--- src/hdl/pqs_pkg.sv ---
// Package for the periodic query scheduler: status codes and the
// command and status bundles between the controller and the datapath.
// No dependencies.
package pqs_pkg;

  typedef enum logic [1:0] {
    ST_OK          = 2'd0,
    ST_FULL        = 2'd1,
    ST_EMPTY       = 2'd2,
    ST_ZERO_PERIOD = 2'd3
  } pqs_status_t;

  // Commands from the controller to the datapath.
  typedef struct packed {
    logic        load;       // capture the request fields
    logic        write_new;  // store a new entry at the fill position
    logic        scan_clear; // restart the scan at entry zero, forget the best
    logic        rd_issue;   // read the addressed entry and step the address unless it is the last
    logic        update;     // write back the advanced due time of the best
    logic        emit;       // present one result beat
    pqs_status_t status;     // status code of the emitted beat
  } pqs_cmd_t;

  // Status from the datapath to the controller.
  typedef struct packed {
    logic is_fire;
    logic per_zero;
    logic full;
    logic empty;
    logic scan_last;
  } pqs_stat_t;

endpackage

--- src/hdl/pqs_dp.sv ---
// Datapath of the periodic query scheduler: entry memory, fill count,
// scan address, running minimum and result registers. Uses pqs_pkg.
module pqs_dp #(
  parameter int MAX_QUERIES = 64
) (
  input  logic             clk,
  input  logic             rst_n,
  input  pqs_pkg::pqs_cmd_t  cmd,
  output pqs_pkg::pqs_stat_t stat,
  input  logic             in_req_type,
  input  logic [15:0]      in_query_id,
  input  logic [15:0]      in_period,
  output logic             out_valid,
  output logic [1:0]       out_status,
  output logic [15:0]      out_fired_id,
  output logic [31:0]      out_fire_time
);
  import pqs_pkg::*;

  localparam int IDX_W = (MAX_QUERIES > 1) ? $clog2(MAX_QUERIES) : 1;
  localparam int CNT_W = $clog2(MAX_QUERIES + 1);
  localparam int ENT_W = 64;

  // Entry layout: {query id, period, due time}.
  logic [ENT_W-1:0] mem [MAX_QUERIES];

  logic             req_type_r;
  logic [15:0]      query_id_r;
  logic [15:0]      period_r;
  logic [CNT_W-1:0] count_r;
  logic [IDX_W-1:0] rd_addr_r;
  logic [IDX_W-1:0] rd_idx_r;
  logic [ENT_W-1:0] rd_data_r;
  logic             cmp_v_r;
  logic             best_set_r;
  logic [IDX_W-1:0] best_idx_r;
  logic [15:0]      best_id_r;
  logic [15:0]      best_per_r;
  logic [31:0]      best_due_r;
  logic             out_valid_r;
  logic [1:0]       out_status_r;
  logic [15:0]      out_fired_id_r;
  logic [31:0]      out_fire_time_r;

  logic [15:0]      rd_id;
  logic [15:0]      rd_per;
  logic [31:0]      rd_due;
  logic             take;
  logic [32:0]      due_sum;
  logic [31:0]      due_next;

  assign rd_id  = rd_data_r[63:48];
  assign rd_per = rd_data_r[47:32];
  assign rd_due = rd_data_r[31:0];

  // Strictly earlier due time wins; equal due time goes to the smaller id,
  // and a full tie keeps the lower slot already held.
  assign take = !best_set_r || (rd_due < best_due_r) ||
                ((rd_due == best_due_r) && (rd_id < best_id_r));

  assign due_sum  = {1'b0, best_due_r} + {17'b0, best_per_r};
  assign due_next = due_sum[32] ? 32'hFFFF_FFFF : due_sum[31:0];

  assign stat.is_fire   = req_type_r;
  assign stat.per_zero  = (period_r == 16'd0);
  assign stat.full      = (count_r == CNT_W'(MAX_QUERIES));
  assign stat.empty     = (count_r == '0);
  assign stat.scan_last = (CNT_W'(rd_addr_r) == count_r - 1'b1);

  always_ff @(posedge clk) begin
    if (cmd.write_new) begin
      mem[count_r[IDX_W-1:0]] <= {query_id_r, period_r, 16'd0, period_r};
    end else if (cmd.update) begin
      mem[best_idx_r] <= {best_id_r, best_per_r, due_next};
    end
    rd_data_r <= mem[rd_addr_r];
    rd_idx_r  <= rd_addr_r;
  end

  always_ff @(posedge clk) begin
    if (!rst_n) begin
      count_r     <= '0;
      cmp_v_r     <= 1'b0;
      best_set_r  <= 1'b0;
      out_valid_r <= 1'b0;
      rd_addr_r   <= '0;
    end else begin
      cmp_v_r     <= cmd.rd_issue;
      out_valid_r <= cmd.emit;
      if (cmd.write_new) begin
        count_r <= count_r + 1'b1;
      end
      if (cmd.scan_clear) begin
        rd_addr_r  <= '0;
        best_set_r <= 1'b0;
      end else begin
        if (cmd.rd_issue && !stat.scan_last) begin
          rd_addr_r <= rd_addr_r + 1'b1;
        end
        if (cmp_v_r && take) begin
          best_set_r <= 1'b1;
        end
      end
    end
  end

  always_ff @(posedge clk) begin
    if (cmd.load) begin
      req_type_r <= in_req_type;
      query_id_r <= in_query_id;
      period_r   <= in_period;
    end
    if (cmp_v_r && take) begin
      best_idx_r <= rd_idx_r;
      best_id_r  <= rd_id;
      best_per_r <= rd_per;
      best_due_r <= rd_due;
    end
    if (cmd.emit) begin
      out_status_r    <= cmd.status;
      out_fired_id_r  <= cmd.update ? best_id_r : 16'd0;
      out_fire_time_r <= cmd.update ? best_due_r : 32'd0;
    end
  end

  assign out_valid     = out_valid_r;
  assign out_status    = out_status_r;
  assign out_fired_id  = out_fired_id_r;
  assign out_fire_time = out_fire_time_r;

endmodule

--- src/hdl/pqs_ctrl.sv ---
// Controller of the periodic query scheduler: sequences registration
// and the fire scan over the entry memory. Uses pqs_pkg.
module pqs_ctrl (
  input  logic               clk,
  input  logic               rst_n,
  input  logic               start,
  output logic               busy,
  input  pqs_pkg::pqs_stat_t stat,
  output pqs_pkg::pqs_cmd_t  cmd
);
  import pqs_pkg::*;

  typedef enum logic [2:0] {
    S_IDLE,
    S_DISPATCH,
    S_SCAN,
    S_DRAIN,
    S_UPDATE
  } state_t;

  state_t state_r;
  logic   busy_r;

  always_ff @(posedge clk) begin
    if (!rst_n) begin
      state_r <= S_IDLE;
      busy_r  <= 1'b0;
    end else begin
      unique case (state_r)
        S_IDLE: begin
          if (start) begin
            state_r <= S_DISPATCH;
            busy_r  <= 1'b1;
          end
        end
        S_DISPATCH: begin
          if (stat.is_fire && !stat.empty) begin
            state_r <= S_SCAN;
          end else begin
            state_r <= S_IDLE;
            busy_r  <= 1'b0;
          end
        end
        S_SCAN: begin
          if (stat.scan_last) begin
            state_r <= S_DRAIN;
          end
        end
        S_DRAIN: begin
          state_r <= S_UPDATE;
        end
        S_UPDATE: begin
          state_r <= S_IDLE;
          busy_r  <= 1'b0;
        end
        default: begin
          state_r <= S_IDLE;
          busy_r  <= 1'b0;
        end
      endcase
    end
  end

  always_comb begin
    cmd = '0;
    cmd.status = ST_OK;
    unique case (state_r)
      S_IDLE: begin
        cmd.load = start;
      end
      S_DISPATCH: begin
        if (stat.is_fire) begin
          if (stat.empty) begin
            cmd.emit   = 1'b1;
            cmd.status = ST_EMPTY;
          end else begin
            cmd.scan_clear = 1'b1;
          end
        end else begin
          cmd.emit = 1'b1;
          priority if (stat.per_zero) begin
            cmd.status = ST_ZERO_PERIOD;
          end else if (stat.full) begin
            cmd.status = ST_FULL;
          end else begin
            cmd.write_new = 1'b1;
            cmd.status    = ST_OK;
          end
        end
      end
      S_SCAN: begin
        cmd.rd_issue = 1'b1;
      end
      S_DRAIN: begin
        cmd.status = ST_OK;
      end
      S_UPDATE: begin
        cmd.update = 1'b1;
        cmd.emit   = 1'b1;
        cmd.status = ST_OK;
      end
      default: begin
        cmd.status = ST_OK;
      end
    endcase
  end

  assign busy = busy_r;

endmodule

--- src/hdl/periodic_query_scheduler.sv ---
// Periodic query scheduler, top level: joins the controller and the
// datapath. Depends on pqs_pkg, pqs_ctrl and pqs_dp.
//
// Usage: a request beat is taken on a rising edge where start is high and
// busy is low. in_req_type selects the request: zero registers a query
// with in_query_id and in_period, one fires the query due earliest (ties
// go to the smaller id, then to the older entry). Every request yields
// exactly one result beat, marked by out_valid for one cycle, carrying
// out_status, out_fired_id and out_fire_time. The receiver cannot stall
// the block, so it must take each beat in the cycle it appears.
//
// Sequencing: a register request is decided in the dispatch state. A fire
// request scans the stored entries one per cycle through the single read
// port of the entry memory, finishes the last compare in a drain state
// and presents its result from the update state (from the dispatch state
// on an empty table). busy stays high until the result beat is
// presented, and a new request may be taken in the same cycle that the
// result is shown. The scan loop sets the rate: one request at a time.
//
// Reset (rst_n low, synchronous) empties the table by clearing the fill
// count; entries fill in order and never leave, so no memory sweep is
// needed and the block is ready right after reset.
module periodic_query_scheduler #(
  parameter int MAX_QUERIES = 64
) (
  input  logic        clk,
  input  logic        rst_n,
  input  logic        start,
  output logic        busy,
  input  logic        in_req_type,
  input  logic [15:0] in_query_id,
  input  logic [15:0] in_period,
  output logic        out_valid,
  output logic [1:0]  out_status,
  output logic [15:0] out_fired_id,
  output logic [31:0] out_fire_time
);
  import pqs_pkg::*;

  pqs_cmd_t  cmd;
  pqs_stat_t stat;

  // The controller only sees status flags and drives the command bundle.
  pqs_ctrl u_ctrl (
    .clk   (clk),
    .rst_n (rst_n),
    .start (start),
    .busy  (busy),
    .stat  (stat),
    .cmd   (cmd)
  );

  // The datapath holds the table, the scan and the result registers.
  pqs_dp #(
    .MAX_QUERIES (MAX_QUERIES)
  ) u_dp (
    .clk           (clk),
    .rst_n         (rst_n),
    .cmd           (cmd),
    .stat          (stat),
    .in_req_type   (in_req_type),
    .in_query_id   (in_query_id),
    .in_period     (in_period),
    .out_valid     (out_valid),
    .out_status    (out_status),
    .out_fired_id  (out_fired_id),
    .out_fire_time (out_fire_time)
  );

endmodule

--- config.mk ---
export PLATFORM = sky130hd
export DESIGN_NAME = periodic_query_scheduler
export DESIGN_NICKNAME = d
export VERILOG_FILES = /design/src/hdl/pqs_pkg.sv /design/src/hdl/pqs_dp.sv /design/src/hdl/pqs_ctrl.sv /design/src/hdl/periodic_query_scheduler.sv
export SDC_FILE = /design/constraint.sdc
export NUM_CORES = 2
export LEC_CHECK = 0
export ABC_AREA = 1
export BUFFER_PORTS_ARGS = -buffer_cell sky130_fd_sc_hd__buf_4
export CAP_MARGIN = 20
export CELL_PAD_IN_SITES_DETAIL_PLACEMENT = 1
export CELL_PAD_IN_SITES_GLOBAL_PLACEMENT = 1
export CORE_UTILIZATION = 47
export DETAILED_ROUTE_END_ITERATION = 10
export PLACE_DENSITY = 0.74
export SKIP_CTS_REPAIR_TIMING = 1
export SYNTH_ARGS = -nofsm -noshare
export SYNTH_HDL_FRONTEND = slang
export SYNTH_HIERARCHICAL = 1
export SYNTH_SLANG_ARGS = --single-unit
--- constraint.sdc ---
create_clock -name clk -period 13.23 [get_ports clk]
set_clock_uncertainty 0.1 [all_clocks]
set_input_delay 3.969 -clock clk [delete_from_list [all_inputs] [get_ports clk]]
set_output_delay 3.969 -clock clk [all_outputs]
set_load 0.02 [all_outputs]
* After elaboration in Yosys (flattened, before gate mapping) *
Memory sizes are Yosys's and may differ from the RTL's. A register that Yosys moved wholly into a read port is not among the register bits.
Index checks and enable logic that the tools add are counted.

word-level totals
  memory bits (writable) = 4096
  memories kept = 1
  register bits after elaboration = 179

memory list
  name      depth  bits a word  rd ports  clocked after Yosys merged registers in  write ports  line          source
  u_dp.mem  64     64           1         1                                        1            pqs_dp.sv:25  logic [ENT_W-1:0] mem [MAX_QUERIES];

cells by class
  $add $sub $neg = 4
  mux-type cells = 30
  bitwise gates (word level) = 2
  reduce and logical (&&, ||, !) cells = 17
  $lt $le $gt $ge = 2
  equality and inequality tests = 10

operators with widths
  kind                                                 number
  two-way mux 64 bit                                   1
  OR reduction 64 bit                                  1
  adder 32 x 16 -> 33 bit                              1
  equality test 32 bit                                 1
  less-than comparator 32 bit                          1
  two-way mux 32 bit                                   1
  two-way mux 1 bit                                    17
  logical NOT 16 bit                                   1
  less-than comparator 16 bit                          1
  two-way mux 3 bit                                    4
  one-hot mux 3 bit (4 select lines)                   1
  adder 7 x 1 -> 7 bit, second input constant          1
  equality test 6 x 7 -> 1 bit                         1
  equality test 7 bit, second input constant           1
  logical NOT 7 bit                                    1
  subtractor 7 x 1 -> 7 bit, second input constant     1
  adder 6 x 1 -> 6 bit, second input constant          1
  equality test 3 x 2 -> 1 bit, second input constant  2
  two-way mux 2 bit                                    3
  two-way mux 6 bit                                    1
  logical AND 1 bit                                    4
  inequality test 2 bit, second input constant         2
  OR reduction 2 bit                                   2
  equality test 3 x 1 -> 1 bit, second input constant  1
  10 further kinds                                     14

* Logic depth before layout (Yosys ltp) *
  word-level depth = 9
  gate-level depth with buffers = 16
  mapped depth without buffers = 16

* Cells and area by module *
Netlist, hierarchy kept.

by module, submodules not included
  module    area each (sq um)  seq. area each (sq um)  cells each  times used
  pqs_dp    171788.5           129314.0                13458       1
  pqs_ctrl  244.0              80.1                    39          1

* Least setup slack after synthesis *
No wires, ideal clock.

  path type = reg-to-reg
  start point = reg u_dp.count_r[0]
  end point = mem u_dp.mem[48][0] (enable)
  arrival time = 8517 ps
  clock period less this slack = 9262 ps
  slack = 3968 ps
  stages on the path, launching flop included = 13
  path buffers = 1
  path through = dfxtp_1 -> inv_1 -> ha_1 -> nand2_1 -> nor3_1 -> nor4_1 -> nor2_1 -> inv_1 -> buf_2 -> nand2_1 -> o21ai_0 -> nand3_1 -> nor4_1

RTL lines
  item                    line          source
  start, declared         pqs_dp.sv:30  logic [CNT_W-1:0] count_r;
  start signal, assigned  pqs_dp.sv:91  count_r <= count_r + 1'b1;
  end, declared           pqs_dp.sv:25

==> metrics.csv <==
metric,value,unit
run_status,completed,
hp-start,u_dp/rd_idx_r[1]$_DFF_P_,
r2r_cells,12,
ioPinCount,88,
syn_inst,13500,
critPathMaxStageDelay,1.27,ns
netlist_top_cells_count,"4249 x edfxtp_1, 2704 x nor2_1, 1809 x o21ai_0",
avgSynthCellArea,12.7,um2
post-route-min-period,7.65,ns
cts_buffer_depth,4,
grt_first_pass_wirelength,866000,um
worst-slew-pin-transition,1.26,ns
grt_usage,32.7,%
fillers,36000,
gp_congestion,0.900,
critPathKind,flip-flop to flip-flop,
synth.area.top_cells,"edfxtp_1 74%, nor2_1 5.9%, o21ai_0 5.3%, nand2_1 2.8%, o211ai_1 2.1%",
critPathLaunchType,flip-flop,
power_density,146,mW/mm2
layout-drive-gt1-share,8.06,%
p_comb_share,2.6,%
period_share,57.8,%
hpwl,347000,um
htreeDepth,5,
finalHoldViolCount,0,
r2r-start,u_ctrl/state_r[1]$_SDFFE_PN0P_,
dieArea,0.368,mm2
r2r-end,u_dp/mem[37][19]$_DFFE_PP_,
ys_ff_latch,4339,
vdd_ir_drop_max,0.000115,V
place_area,0.178,mm2
synth_edf_count,4249,
synth_top_area_share,74.2,%
p_seq_share,54.0,%
finalNetCount,13500,
route.detailed.drc,0,
min_to,u_dp/best_idx_r[1]$_DFFE_PP_,
clk_latency,1.03,ns
antenna_found_initial,40,
syn2layout_area_growth,11.7,%
grt_max_degree,181,
ys_seq_area_share,75.2,%
syn_area,0.172,mm2
path_cells,nor2_1 > inv_1 > nor2_4 > inv_1 > nor2_4 > inv_2 > nand2_1 > o21ai_2 > inv_1 > nand4_1 > nor2_4 > buf_4,
cts_root_buf,clkbuf_16,
worstSetupEndpointType,flip-flop,
cts-buffers-inserted,443,
cts.reportedPaths.clkPinSlew,0.06,ns
rsz0062_at_grt,false,
cts.sinks,4339,
synth.most_common_cell,edfxtp_1,
swShare,21.5,%
grt_pass1_vias,122000,
routed_wirelength,612000,um
final_cell_count_no_fill,18600,
drv_slew,0,
cp_top_family,simple AND/OR/NAND/NOR gates,
critPathBufInv,5,
synth_top_cell_by_area,edfxtp_1,
switchingPower,6060,uW
fp.dieH,607,um
portBuffers,87,
cp.required,13.71,ns
placed_cells,17800,
cts_tree,built,
ant_nets,0,
die_x,607,um
synth-main-ff-cell,edfxtp_1,
cpMaxStageDelayCell,nor2_4,
p_clk_share,43.4,%
hold_class,flip-flop to flip-flop,
p_int,22100,uW
setup.worst_path.start,u_ctrl/state_r[1]$_SDFFE_PN0P_,
cap_violations,0,
vias,119000,
fmax,131,MHz
holdPathStages,0,
coreArea,0.363,mm2
drtIter0Drc,16900,
worst-r2r-setup-slack,5.58,ns
worstPathMaxFanout,49,
setup_viol,0,
start_util,47.3,%
ys_types,42,
tns,0,ns
wire_per_inst,32.9,um
yosys_warnings,6,
final_cell_area,0.192,mm2
arrival,8.13,ns
p_leak,0.0631,uW
rows,221,
syn_nets,13600,
overflow,0,
slew-limit-headroom,15.9,%
detail_route.first_pass.iterations,7,
async_flop_share,0,%
avgViaCountPerCell,6.42,
## per-layer routing
metal,wire (um),vias up,GRT usage [%]
li1,-,49100,-
met1,224000,61500,42.5
met2,276000,7198,50.6
met3,70100,1589,7.27
met4,41600,26,19.4
met5,152,-,0
## power by group through the flow
| stage | clock, uW | sequential [uW] | combinational [uW] |
|---|---|---|---|
| finish | 12200 | 15200 | 731 |
| global route | 12700 | 15200 | 758 |
| CTS | 12300 | 15200 | 710 |
| detailed placement | 0 | 15500 | 705 |
| global placement | 0 | 15500 | 666 |
| floorplan | 0 | 15500 | 326 |
## registers in the layout (all words and copies together), names as in the netlist, 2 cells and up
| register | flops |
|---|---|
| u_ctrl/state_r | 3 |
| u_dp/best_due_r | 32 |
| u_dp/best_id_r | 16 |
| u_dp/best_idx_r | 6 |
| u_dp/best_per_r | 16 |
| u_dp/count_r | 7 |
| u_dp/mem | 4096 |
| u_dp/out_fire_time | 32 |
| u_dp/out_fired_id | 16 |
| u_dp/out_status | 2 |
| u_dp/period_r | 16 |
| u_dp/query_id_r | 16 |
| u_dp/rd_addr_r | 6 |
| u_dp/rd_data_r | 64 |
| u_dp/rd_idx_r | 6 |
## cells by family after synthesis
kind of cell / share of synthesized area, %
XOR/XNOR: 0.107
AO/OA/AOI/OAI: 10.5
buffers and inverters: 2.86
AND/OR/NAND/NOR: 10.9
flip-flops: 75.2
adder cells (fa/ha/maj): 0.499
## cell type report
cell class / count / area [um2] / area share (%)
antenna: 17 / 42.5 / 0.0221
clock buffer: 564 / 11800 / 6.14
clock inverter: 238 / 2050 / 1.06
inverter: 266 / 1070 / 0.555
multi-input combinational: 8003 / 38700 / 20.1
sequential: 4339 / 129000 / 67.3
tap: 4794 / 6000 / 3.12
timing repair buffer: 370 / 3150 / 1.64
## stage by stage
| stage | hold WS, ns | worst slack (ns) | utilization, % | total power (uW) |
|---|---|---|---|---|
| 2_1_floorplan | 0.226 | 3.97 | - | 15800 |
| 6_report | 0.312 | 5.58 | 52.9 | 28100 |
| 4_1_cts | 0.309 | 5.75 | 52.9 | 28200 |
| 5_1_grt | 0.314 | 5.38 | 52.9 | 28700 |
| 3_5_place_dp | 0.293 | 5.75 | 49.1 | 16200 |
| 3_3_place_gp | 0.288 | 5.92 | 49.0 | 16100 |
## worst reg2reg max path: stages, from the launching register on
cell	delay, ns
dfxtp_1	0.35
nor2_1	0.23
inv_1	0.16
nor2_4	0.80
inv_1	0.30
nor2_4	0.85
inv_2	0.48
nand2_1	0.20
o21ai_2	0.20
inv_1	0.37
nand4_1	0.90
nor2_4	1.28
buf_4	0.91
## worst max path at each step
stage	slack [ns]	endpoint	cells after the start
finish	5.58	u_dp/mem[37][19]$_DFFE_PP_	12
global route	5.38	u_dp/mem[37][20]$_DFFE_PP_	12
CTS	5.75	u_dp/mem[37][19]$_DFFE_PP_	12
detailed placement	5.75	u_dp/mem[37][4]$_DFFE_PP_	12
global placement	5.92	u_dp/mem[17][62]$_DFFE_PP_	10
floorplan	3.97	u_dp/mem[48][0]$_DFFE_PP_	12
## cells in the final DEF (no fill, tap or decap), types with 267 or more instances in the layout
cell type | netlist | layout
buf_4 | 48 | 342
clkbuf_16 | 0 | 447
edfxtp_1 | 4249 | 4249
nand2_1 | 1264 | 1255
nand3_1 | 585 | 585
nor2_1 | 2704 | 2644
o211ai_1 | 482 | 482
o21ai_0 | 1809 | 1775
o21ai_1 | 267 | 267
o22ai_1 | 388 | 388
Note: power is estimated with default switching activity, not from simulation.
